===== config.mk =====
export PLATFORM = sky130hd
export DESIGN_NAME = wfv_alu
export DESIGN_NICKNAME = d
export VERILOG_FILES = /design/src/sv/wfv_pkg.sv /design/src/sv/wfv_alu.sv
export SDC_FILE = /design/constraint.sdc
export NUM_CORES = 2
export LEC_CHECK = 0
export BUFFER_PORTS_ARGS = -buffer_cell sky130_fd_sc_hd__buf_2
export CAP_MARGIN = 20
export CORE_MARGIN = 5
export CORE_UTILIZATION = 50
export CTS_CLUSTER_DIAMETER = 40
export CTS_CLUSTER_SIZE = 25
export DETAILED_ROUTE_END_ITERATION = 16
export PLACE_DENSITY = 0.66
export SETUP_SLACK_MARGIN = 0.2
export SKIP_LAST_GASP = 1
export SLEW_MARGIN = 20
export SYNTH_ARGS = -nofsm -noshare
export SYNTH_HDL_FRONTEND = slang
export SYNTH_SLANG_ARGS = --single-unit

===== constraint.sdc =====
create_clock -name clk -period 13.79 [get_ports clk]
set_input_delay 0.6895 -clock clk [delete_from_list [all_inputs] [get_ports clk]]
set_output_delay 0.6895 -clock clk [all_outputs]
set_load 0.05 [all_outputs]

===== src/sv/wfv_pkg.sv =====
// Package for the log-law wall function block: Q16.32 constants, register
// indexes, and the request and response types of the shared arithmetic unit.
// No dependencies.
package wfv_pkg;

    localparam int QW = 48;
    localparam logic [QW-1:0] QMASK = 48'hFFFF_FFFF_FFFF;
    localparam logic [QW-1:0] QONE = 48'h0001_0000_0000;
    localparam logic [QW-1:0] CONV_TOL = 48'd42949673;
    localparam logic [31:0] LN2_Q32 = 32'd2977044472;
    localparam int LNW = 42;
    localparam logic signed [LNW-1:0] LN_OF_ZERO = -(42'sd1 <<< 40);

    localparam int MAX_ITERATIONS = 10;
    localparam int ITER_W = $clog2(MAX_ITERATIONS + 1);

    localparam logic [QW-1:0] KAPPA_RST = 48'd1760936591;
    localparam logic [QW-1:0] E_RST = 48'd42090679501;
    localparam logic [QW-1:0] YPLAM_RST = 48'd49520972923;

    localparam int CFG_IDX_W = 2;
    localparam logic [CFG_IDX_W-1:0] CFG_KAPPA = 2'd0;
    localparam logic [CFG_IDX_W-1:0] CFG_E = 2'd1;
    localparam logic [CFG_IDX_W-1:0] CFG_YPLAM = 2'd2;

    typedef enum logic [1:0] {
        OP_MUL,
        OP_DIV,
        OP_LN
    } alu_op_t;

    typedef struct packed {
        logic          start;
        alu_op_t       op;
        logic [QW-1:0] a;
        logic [QW-1:0] b;
    } alu_req_t;

    typedef struct packed {
        logic                  done;
        logic [QW-1:0]         res;
        logic signed [LNW-1:0] ln;
    } alu_rsp_t;

endpackage


===== src/sv/wfv_alu.sv =====
// Shared arithmetic unit: saturating Q16.32 multiply and bit-serial natural
// logarithm around one registered 32x32 multiplier, and a bit-serial divide.
// Depends on wfv_pkg.
module wfv_alu
(
    input  logic              clk,
    input  logic              rst_n,
    input  wfv_pkg::alu_req_t req,
    output wfv_pkg::alu_rsp_t rsp
);

    typedef enum logic [2:0] {
        A_IDLE,
        A_MUL,
        A_DIV,
        A_NORM,
        A_SQ,
        A_LNMUL,
        A_LNFIN
    } alu_state_t;

    alu_state_t state_reg;
    logic [6:0] cnt_reg;
    logic [47:0] a_reg;
    logic [47:0] b_reg;
    logic [49:0] acc_reg;
    logic sat_reg;
    logic [47:0] rem_reg;
    logic [47:0] q_reg;
    logic [47:0] x_reg;
    logic [5:0] p_reg;
    logic [30:0] m_reg;
    logic [31:0] frac_reg;
    logic phase_reg;
    logic [37:0] mag_reg;
    logic neg_reg;
    logic done_reg;
    logic [47:0] res_reg;
    logic signed [41:0] ln_reg;

    logic [31:0] mul_a;
    logic [31:0] mul_b;
    logic [63:0] prod_reg;

    // Operand selection for the shared multiplier.
    always_comb
    begin
        mul_a = '0;
        mul_b = '0;
        unique case (state_reg)
            A_MUL:
            begin
                unique case (cnt_reg[1:0])
                    2'd0:
                    begin
                        mul_a = {16'b0, a_reg[47:32]};
                        mul_b = {16'b0, b_reg[47:32]};
                    end
                    2'd1:
                    begin
                        mul_a = {16'b0, a_reg[47:32]};
                        mul_b = b_reg[31:0];
                    end
                    2'd2:
                    begin
                        mul_a = a_reg[31:0];
                        mul_b = {16'b0, b_reg[47:32]};
                    end
                    default:
                    begin
                        mul_a = a_reg[31:0];
                        mul_b = b_reg[31:0];
                    end
                endcase
            end
            A_SQ:
            begin
                mul_a = {1'b0, m_reg};
                mul_b = {1'b0, m_reg};
            end
            A_LNMUL:
            begin
                mul_a = mag_reg[31:0];
                mul_b = wfv_pkg::LN2_Q32;
            end
            default:
            begin
                mul_a = '0;
                mul_b = '0;
            end
        endcase
    end

    always_ff @(posedge clk)
    begin
        prod_reg <= mul_a * mul_b;
    end

    // Divider step: one quotient bit per cycle.
    logic [48:0] div_r2;
    logic div_ge;
    logic [48:0] div_diff;
    always_comb
    begin
        div_r2 = {rem_reg, x_reg[47]};
        div_ge = div_r2 >= {1'b0, b_reg};
        div_diff = div_r2 - {1'b0, b_reg};
    end

    // Normalising step: shift by 32, 16, 8, 4, 2 and then 1 place.
    logic [5:0] norm_s;
    logic norm_zero;
    logic [47:0] norm_x;
    logic [5:0] norm_p;
    always_comb
    begin
        norm_s = 6'd32 >> cnt_reg[2:0];
        norm_zero = (x_reg >> (6'd48 - norm_s)) == 48'd0;
        norm_x = norm_zero ? (x_reg << norm_s) : x_reg;
        norm_p = norm_zero ? (p_reg - norm_s) : p_reg;
    end

    // Squaring step: one fraction bit of log2 per squaring.
    logic [31:0] sq;
    logic [30:0] sq_m;
    logic [31:0] sq_frac;
    always_comb
    begin
        sq = prod_reg[61:30];
        sq_m = sq[31] ? sq[31:1] : sq[30:0];
        sq_frac = {frac_reg[30:0], sq[31]};
    end

    // Final sums of the multiply and the logarithm.
    logic [49:0] mul_sum;
    logic [38:0] ln_mag;
    always_comb
    begin
        mul_sum = acc_reg + {18'b0, prod_reg[63:32]};
        ln_mag = 39'(mag_reg[37:32]) * 39'(wfv_pkg::LN2_Q32) + {7'b0, prod_reg[63:32]};
    end

    // Sequencer of the unit.
    always_ff @(posedge clk or negedge rst_n)
    begin
        if (!rst_n)
        begin
            state_reg <= A_IDLE;
            done_reg <= 1'b0;
            cnt_reg <= '0;
        end
        else
        begin
            done_reg <= 1'b0;
            unique case (state_reg)
                A_IDLE:
                begin
                    if (req.start)
                    begin
                        a_reg <= req.a;
                        b_reg <= req.b;
                        cnt_reg <= '0;
                        sat_reg <= 1'b0;
                        unique case (req.op)
                            wfv_pkg::OP_MUL:
                            begin
                                state_reg <= A_MUL;
                            end
                            wfv_pkg::OP_DIV:
                            begin
                                if (req.b == 48'd0)
                                begin
                                    res_reg <= (req.a == 48'd0) ? 48'd0 : wfv_pkg::QMASK;
                                    done_reg <= 1'b1;
                                end
                                else
                                begin
                                    rem_reg <= '0;
                                    q_reg <= '0;
                                    x_reg <= req.a;
                                    state_reg <= A_DIV;
                                end
                            end
                            default:
                            begin
                                if (req.a == 48'd0)
                                begin
                                    ln_reg <= wfv_pkg::LN_OF_ZERO;
                                    done_reg <= 1'b1;
                                end
                                else
                                begin
                                    x_reg <= req.a;
                                    p_reg <= 6'd47;
                                    state_reg <= A_NORM;
                                end
                            end
                        endcase
                    end
                end
                A_MUL:
                begin
                    cnt_reg <= cnt_reg + 7'd1;
                    if (cnt_reg == 7'd1)
                    begin
                        sat_reg <= prod_reg[63:16] != 48'd0;
                        acc_reg <= {2'b0, prod_reg[15:0], 32'b0};
                    end
                    else if (cnt_reg == 7'd2 || cnt_reg == 7'd3)
                    begin
                        acc_reg <= acc_reg + {2'b0, prod_reg[47:0]};
                    end
                    else if (cnt_reg == 7'd4)
                    begin
                        res_reg <= (sat_reg || mul_sum[49:48] != 2'b0) ?
                                   wfv_pkg::QMASK : mul_sum[47:0];
                        done_reg <= 1'b1;
                        state_reg <= A_IDLE;
                    end
                end
                A_DIV:
                begin
                    rem_reg <= div_ge ? div_diff[47:0] : div_r2[47:0];
                    x_reg <= {x_reg[46:0], 1'b0};
                    q_reg <= {q_reg[46:0], div_ge};
                    sat_reg <= sat_reg | q_reg[47];
                    cnt_reg <= cnt_reg + 7'd1;
                    if (cnt_reg == 7'd79)
                    begin
                        res_reg <= (sat_reg || q_reg[47]) ? wfv_pkg::QMASK
                                                           : {q_reg[46:0], div_ge};
                        done_reg <= 1'b1;
                        state_reg <= A_IDLE;
                    end
                end
                A_NORM:
                begin
                    x_reg <= norm_x;
                    p_reg <= norm_p;
                    if (cnt_reg == 7'd5)
                    begin
                        m_reg <= norm_x[47:17];
                        cnt_reg <= '0;
                        phase_reg <= 1'b0;
                        frac_reg <= '0;
                        state_reg <= A_SQ;
                    end
                    else
                    begin
                        cnt_reg <= cnt_reg + 7'd1;
                    end
                end
                A_SQ:
                begin
                    phase_reg <= ~phase_reg;
                    if (phase_reg)
                    begin
                        m_reg <= sq_m;
                        frac_reg <= sq_frac;
                        cnt_reg <= cnt_reg + 7'd1;
                        if (cnt_reg == 7'd31)
                        begin
                            neg_reg <= p_reg < 6'd32;
                            if (p_reg >= 6'd32)
                            begin
                                mag_reg <= {p_reg - 6'd32, sq_frac};
                            end
                            else
                            begin
                                mag_reg <= {6'd32 - p_reg, 32'b0} - {6'b0, sq_frac};
                            end
                            state_reg <= A_LNMUL;
                        end
                    end
                end
                A_LNMUL:
                begin
                    state_reg <= A_LNFIN;
                end
                A_LNFIN:
                begin
                    ln_reg <= neg_reg ? -$signed({3'b0, ln_mag}) : $signed({3'b0, ln_mag});
                    done_reg <= 1'b1;
                    state_reg <= A_IDLE;
                end
                default:
                begin
                    state_reg <= A_IDLE;
                end
            endcase
        end
    end

    assign rsp.done = done_reg;
    assign rsp.res = res_reg;
    assign rsp.ln = ln_reg;

endmodule


---- Word-level counts from Yosys, hierarchy flattened ----
Index checks and enable logic that the tools add are counted.
storage, ports and cells
  register bits ........................... 564
  bits of input ports ..................... 101
operators by class
  add/subtract/negate cells ............... 11
  multiply operators ...................... 2
  order comparisons ....................... 3
  equality and inequality tests ........... 36
  shift-type cells ........................ 3
  mux-type cells .......................... 77
  bitwise operators ....................... 2
  reduce and logical (&&, ||, !) cells .... 37
operators by type and width
  kind                                                                  number
  48-bit two-way mux                                                    19
  48-bit one-hot mux with 2 select lines                                3
  48-bit one-hot mux with 3 select lines                                2
  32-bit one-hot mux with 3 select lines                                2
  42-bit two-way mux                                                    4
  31-bit two-way mux                                                    5
  48-bit zero test                                                      3
  31-bit one-hot mux with 2 select lines                                2
  42-bit one-hot mux with 2 select lines                                1
  32-bit by 32-bit multiplier with 64-bit output                        1
  32-bit two-way mux                                                    2
  50-bit by 32-bit adder with 50-bit output                             1
  50-bit by 48-bit adder with 50-bit output                             1
  50-bit two-way mux                                                    1
  49-bit by 48-bit greater-or-equal comparator with 1-bit output        1
  48-bit nonzero test                                                   1
  48-bit by 6-bit left shift with 48-bit output                         1
  48-bit by 6-bit >> shifter with 48-bit output                         1
  48-bit subtractor                                                     1
  39-bit negator with 42-bit output                                     1
  38-bit by 32-bit adder with 39-bit output                             1
  38-bit two-way mux                                                    1
  38-bit by 32-bit subtractor with 38-bit output                        1
  6-bit by 29-bit multiplier with 35-bit output, second input constant  1
  other kinds (49)                                                      114

---- Depth between registers and ports, before layout ----
  depth after elaboration ................. 8
  mapped depth ............................ 39

---- Worst setup path after synthesis ----
No wires, ideal clock.
  path kind ............................... reg2reg
  start point ............................. register state_reg[1]
  end point ............................... register q_reg[0] (enable)
  arrival ................................. 10.369 ns
  data required time ...................... 13.004 ns
  slack ................................... 2.635 ns
  stages on the path, launching flop included .. 6
  clock period less this slack ............ 11.155 ns
  cells stage by stage .................... dfrtp_1 -> clkbuf_1 -> clkbuf_1 -> buf_1 -> nor2_1 -> nor4_1
on the way
  word-level cells in the longest chain between the ends .. 3
ends and longest elaborated chain
  element                                                                                          RTL line        text
  start: declaration                                                                               wfv_alu.sv:22   alu_state_t state_reg;
  start signal: assignment                                                                         wfv_alu.sv:148  state_reg <= A_IDLE;
  start signal: assignment                                                                         wfv_alu.sv:167  state_reg <= A_MUL;
  start signal: assignment                                                                         wfv_alu.sv:181  state_reg <= A_DIV;
  3-bit zero test or 3-bit by 2-bit == test with 1-bit output (tied branches)                      wfv_alu.sv:155  unique case (state_reg)
  2-bit by 1-bit inequality test with 1-bit output (no source line), or another cell as far along  n/a
  5-bit AND reduction (no source line) *                                                           n/a
  end signal: assignment                                                                           wfv_alu.sv:225  q_reg <= {q_reg[46:0], div_ge};
  end: declaration                                                                                 wfv_alu.sv:29   logic [47:0] q_reg;
Every way passes the cells marked *; elsewhere a longest branch is shown, timed or not.
A chain may end at the register's enable or synchronous reset.

---- Worst setup path in the final report ----
  start point ............................. register state_reg[1]
  end point ............................... register prod_reg[55]
on the way
  word-level cells in the longest chain between the ends .. 3
ends and longest elaborated chain
  element                                                                    RTL line       text
  3-bit == test or 3-bit by 1-bit == test with 1-bit output (tied branches)  wfv_alu.sv:50  unique case (state_reg)
  32-bit one-hot mux with 3 select lines                                     wfv_alu.sv:50
  32-bit by 32-bit multiplier with 64-bit output *                           wfv_alu.sv:96  prod_reg <= mul_a * mul_b;
  end signal: assignment                                                     wfv_alu.sv:96
  end: declaration                                                           wfv_alu.sv:43  logic [63:0] prod_reg;
Marked as above.

==> results.md <==
* WL met1 at approximately 100 mm
* CP Launch Type: flop
* Most common cell on crit path: fa_1
* Initial Utilization at between 50 and 60%
* Final hold violations at 0
* Final Max Tran Viols at 0
* Post-Route WL at 267 mm
* Gpl congestion at 1.02
* Cells on Worst Hold Path at 1
* Main synth FF type: edfxtp_1
* Power, Total at ~11 mW
* Drt pass-1 iters at 6
* Slowest stage cell, crit path: and2_1
* Fmax at a little over 0.09 GHz
* Clock power frac at a little over a fifth
* Worst vdd ir at between 0.1 and 0.15 mV
* Worst-Margin Slew at between 1000 and 1500 ps
* RR Startpoint: state_reg[1]
* Hold Path Sink: b_reg[3]
* GRT overflow at 0
* CTS Root Cell: clkbuf_16
* Worst r2r dst: prod_reg[55]
* Cell area after synthesis at ~70000 um2
* Synth Instances at approximately 8000
* Final period utilization at 79.5%
* Die W at 390 um
* Die height at a little under 400 um
* Cell family with most CP delay: adder cells
* Initial DRC count at 6548
* Initial antenna violation count at 13
* # nets final at between 9000 and 10000
* WL met2 at 118 mm
* Psw at approximately 5.8 mW
* First-pass GRT wire length at just under 400 mm
* Overall routing resource usage at around a third
* Max clock buf depth at 3
* Ports at approximately 190
* Clock Sink Count at 564
* Logic pwr share at 56.6%
* Filler cell count at ~13000
* Top Layer Used: met5
* Syn Nets at around 9500
* Leak at approximately 36 nW
* Setup crit end kind: flop
* RSZ-0062 raised after global routing: no
* Num CTS Buffers at around 90
* Hold buffers post-CTS at 1
* Syn avg cell area at 9.04 um2
* Antenna Nets Post-Route at 0
* Critical Path AT at roughly 12000 ps
* Ys Warns at 0
* Synth cell types at 97
* Internal at 5.69 mW
* Synthesized flop and latch total at 564
* Max FFs per register at between 60 and 70
* Post-cts sizing count at 0
* Clk_lat worst skew at around 700 ps
* Setup CP Type: flop to flop
* Met3 WL post-DR at ~26 mm
* Setup slack, reg-to-reg at approximately 2800 ps
* # DRC at 0
* Worst-path clk slew at 60 ps
* DR WL/cell at between 20 and 30 um
* Slew Limit Headroom at 21.9%
* Status: finished clean
* Setup violators final at 0
* Worst Path Buf+Inv at 5
* TritonCTS clock tree: done
* Die footprint at 152000 um2
* Number of global-route vias before repair at just over 60000
* DR vias at 61700
* Layout area overhead at 9.06%
* Final min period at around 11000 ps
* Final Skew at between 40 and 50 ps
* Seq pwr share at a little under a quarter
* Sequential fraction of the synthesis area at 22.5%
* Max_cap viols at 0
* Yosys top cell area share at about a quarter
* Via density per instance at ~6
* HP Start: req[3]
* Hold WC Path Type: input pin to flop
* Final core utilization at 54.8%
* Post-synth top area cell: fa_1
* Number of cells on the worst reg-to-reg path at 31
* Core Region at around 140000 um2
* Crit-path max cell delay at approximately 880 ps
* Maximum fanout along the worst path at 34
* Asr flop ratio synth at ~2.0%
* Cell Pwr Density at about 150 nW/um2
* Req. time, crit path at roughly 14000 ps
* Port buffer count at 191
* EDFF count, synth at roughly 490
* Setup TNS at 0 ps
* Post-CTS setup buffer count at 0
* H-tree Lvls at 3
* Sw Share at around half
* Post-DP HPWL at just over 200 mm
* Std-Cell Rows at roughly 140
* Main area contributors after synthesis: fa_1 26%, edfxtp_1 20%, ha_1 8.6%
* Largest net degree at the start of global routing at between 80 and 90
* Layout cell share with drive strength beyond 1 at between 7 and 8%
## cell type report
type	count	area [um2]	share of cell area (%)
diodes	5	12.5	0.0159
clock buffers	96	2270	2.89
repair buffers	356	2210	2.81
well taps	1903	2380	3.03
multi-input cells	5901	50500	64.2
flip-flops and latches	564	16200	20.7
inverters	1091	4100	5.21
clock inverters	72	910	1.16
## placed cells by master, fill, tap and decap left out, types with 79 or more instances in the layout
cell	synthesis	final
inv_1	1085	1085
nor2_1	1037	1029
fa_1	926	926
nand2_1	750	747
ha_1	498	498
edfxtp_1	489	489
a21oi_1	452	448
o21ai_0	251	248
buf_2	15	191
mux2i_1	183	183
xnor2_1	179	179
a21o_1	171	169
buf_4	1	163
and3_1	142	141
xor2_1	121	121
nor3_1	92	92
clkbuf_16	0	89
a211oi_1	86	86
nand3_1	80	79
## synth_stat cells (30+ instances only)
cell,count
nor4_1,63
a22oi_1,36
nand3_1,80
clkbuf_1,364
edfxtp_1,489
a211oi_1,86
nor2_1,1037
nand2b_1,60
o21a_1,49
xor2_1,121
o21ai_0,251
a21o_1,171
a31oi_1,70
a21oi_1,452
xnor2_1,179
nand4_1,52
mux2i_1,183
buf_1,35
and3_1,142
o21bai_1,30
nor3_1,92
dfxtp_1,64
nand2_1,750
inv_1,1085
fa_1,926
nor2b_1,69
and2_1,42
ha_1,498
## metal layers
metal  vias up  track usage, %
li1      26700               -
met1     30800            45.7
met2      3344            53.0
met3       764            6.68
met4         2            21.2
met5         -               0
## logic make-up (layout without fill, tap and decap cells)
family	count (synthesis)	after routing	share of synthesized area [%]
fa+ha+maj	1424	1424	34.4
mux	196	196	2.85
flops	564	564	22.5
compound gates	1480	1480	13.3
simple gates	2501	2501	15.5
xor+xnor	300	300	3.65
other cells	0	5	0
buf+inv	1506	1615	7.87
## stage by stage
stage	instances	area, um2	worst slack, ps	hold WS [ps]
after floorplan	7971	72100	2630	394
after global placement	9812	75400	3230	500
after detailed placement	9813	75400	3000	530
after CTS	9982	78600	2950	160
after global routing	9984	78600	2350	175
final	9988	78600	2830	199
## how the worst max path moves through the flow
stage	end	slack [ps]	cells past startpoint	startpoint
2_1_floorplan	q_reg[0]	2630	5	state_reg[1]
3_3_place_gp	prod_reg[55]	3230	31	state_reg[1]
3_5_place_dp	prod_reg[55]	3000	31	state_reg[1]
4_1_cts	prod_reg[55]	2950	31	state_reg[1]
5_1_grt	prod_reg[55]	2350	31	state_reg[1]
6_report	prod_reg[55]	2830	31	state_reg[1]
## power by group through the flow
| stage | combinational, mW | clock, mW | sequential [mW] |
|---|---|---|---|
| after global placement | 6.23 | 0 | 2.61 |
| final | 6.48 | 2.38 | 2.60 |
| after detailed placement | 6.29 | 0 | 2.61 |
| after global routing | 6.87 | 2.48 | 2.61 |
| after floorplan | 3.88 | 0 | 2.62 |
| after CTS | 6.34 | 2.41 | 2.58 |
Power figures use the tool's default switching activity.
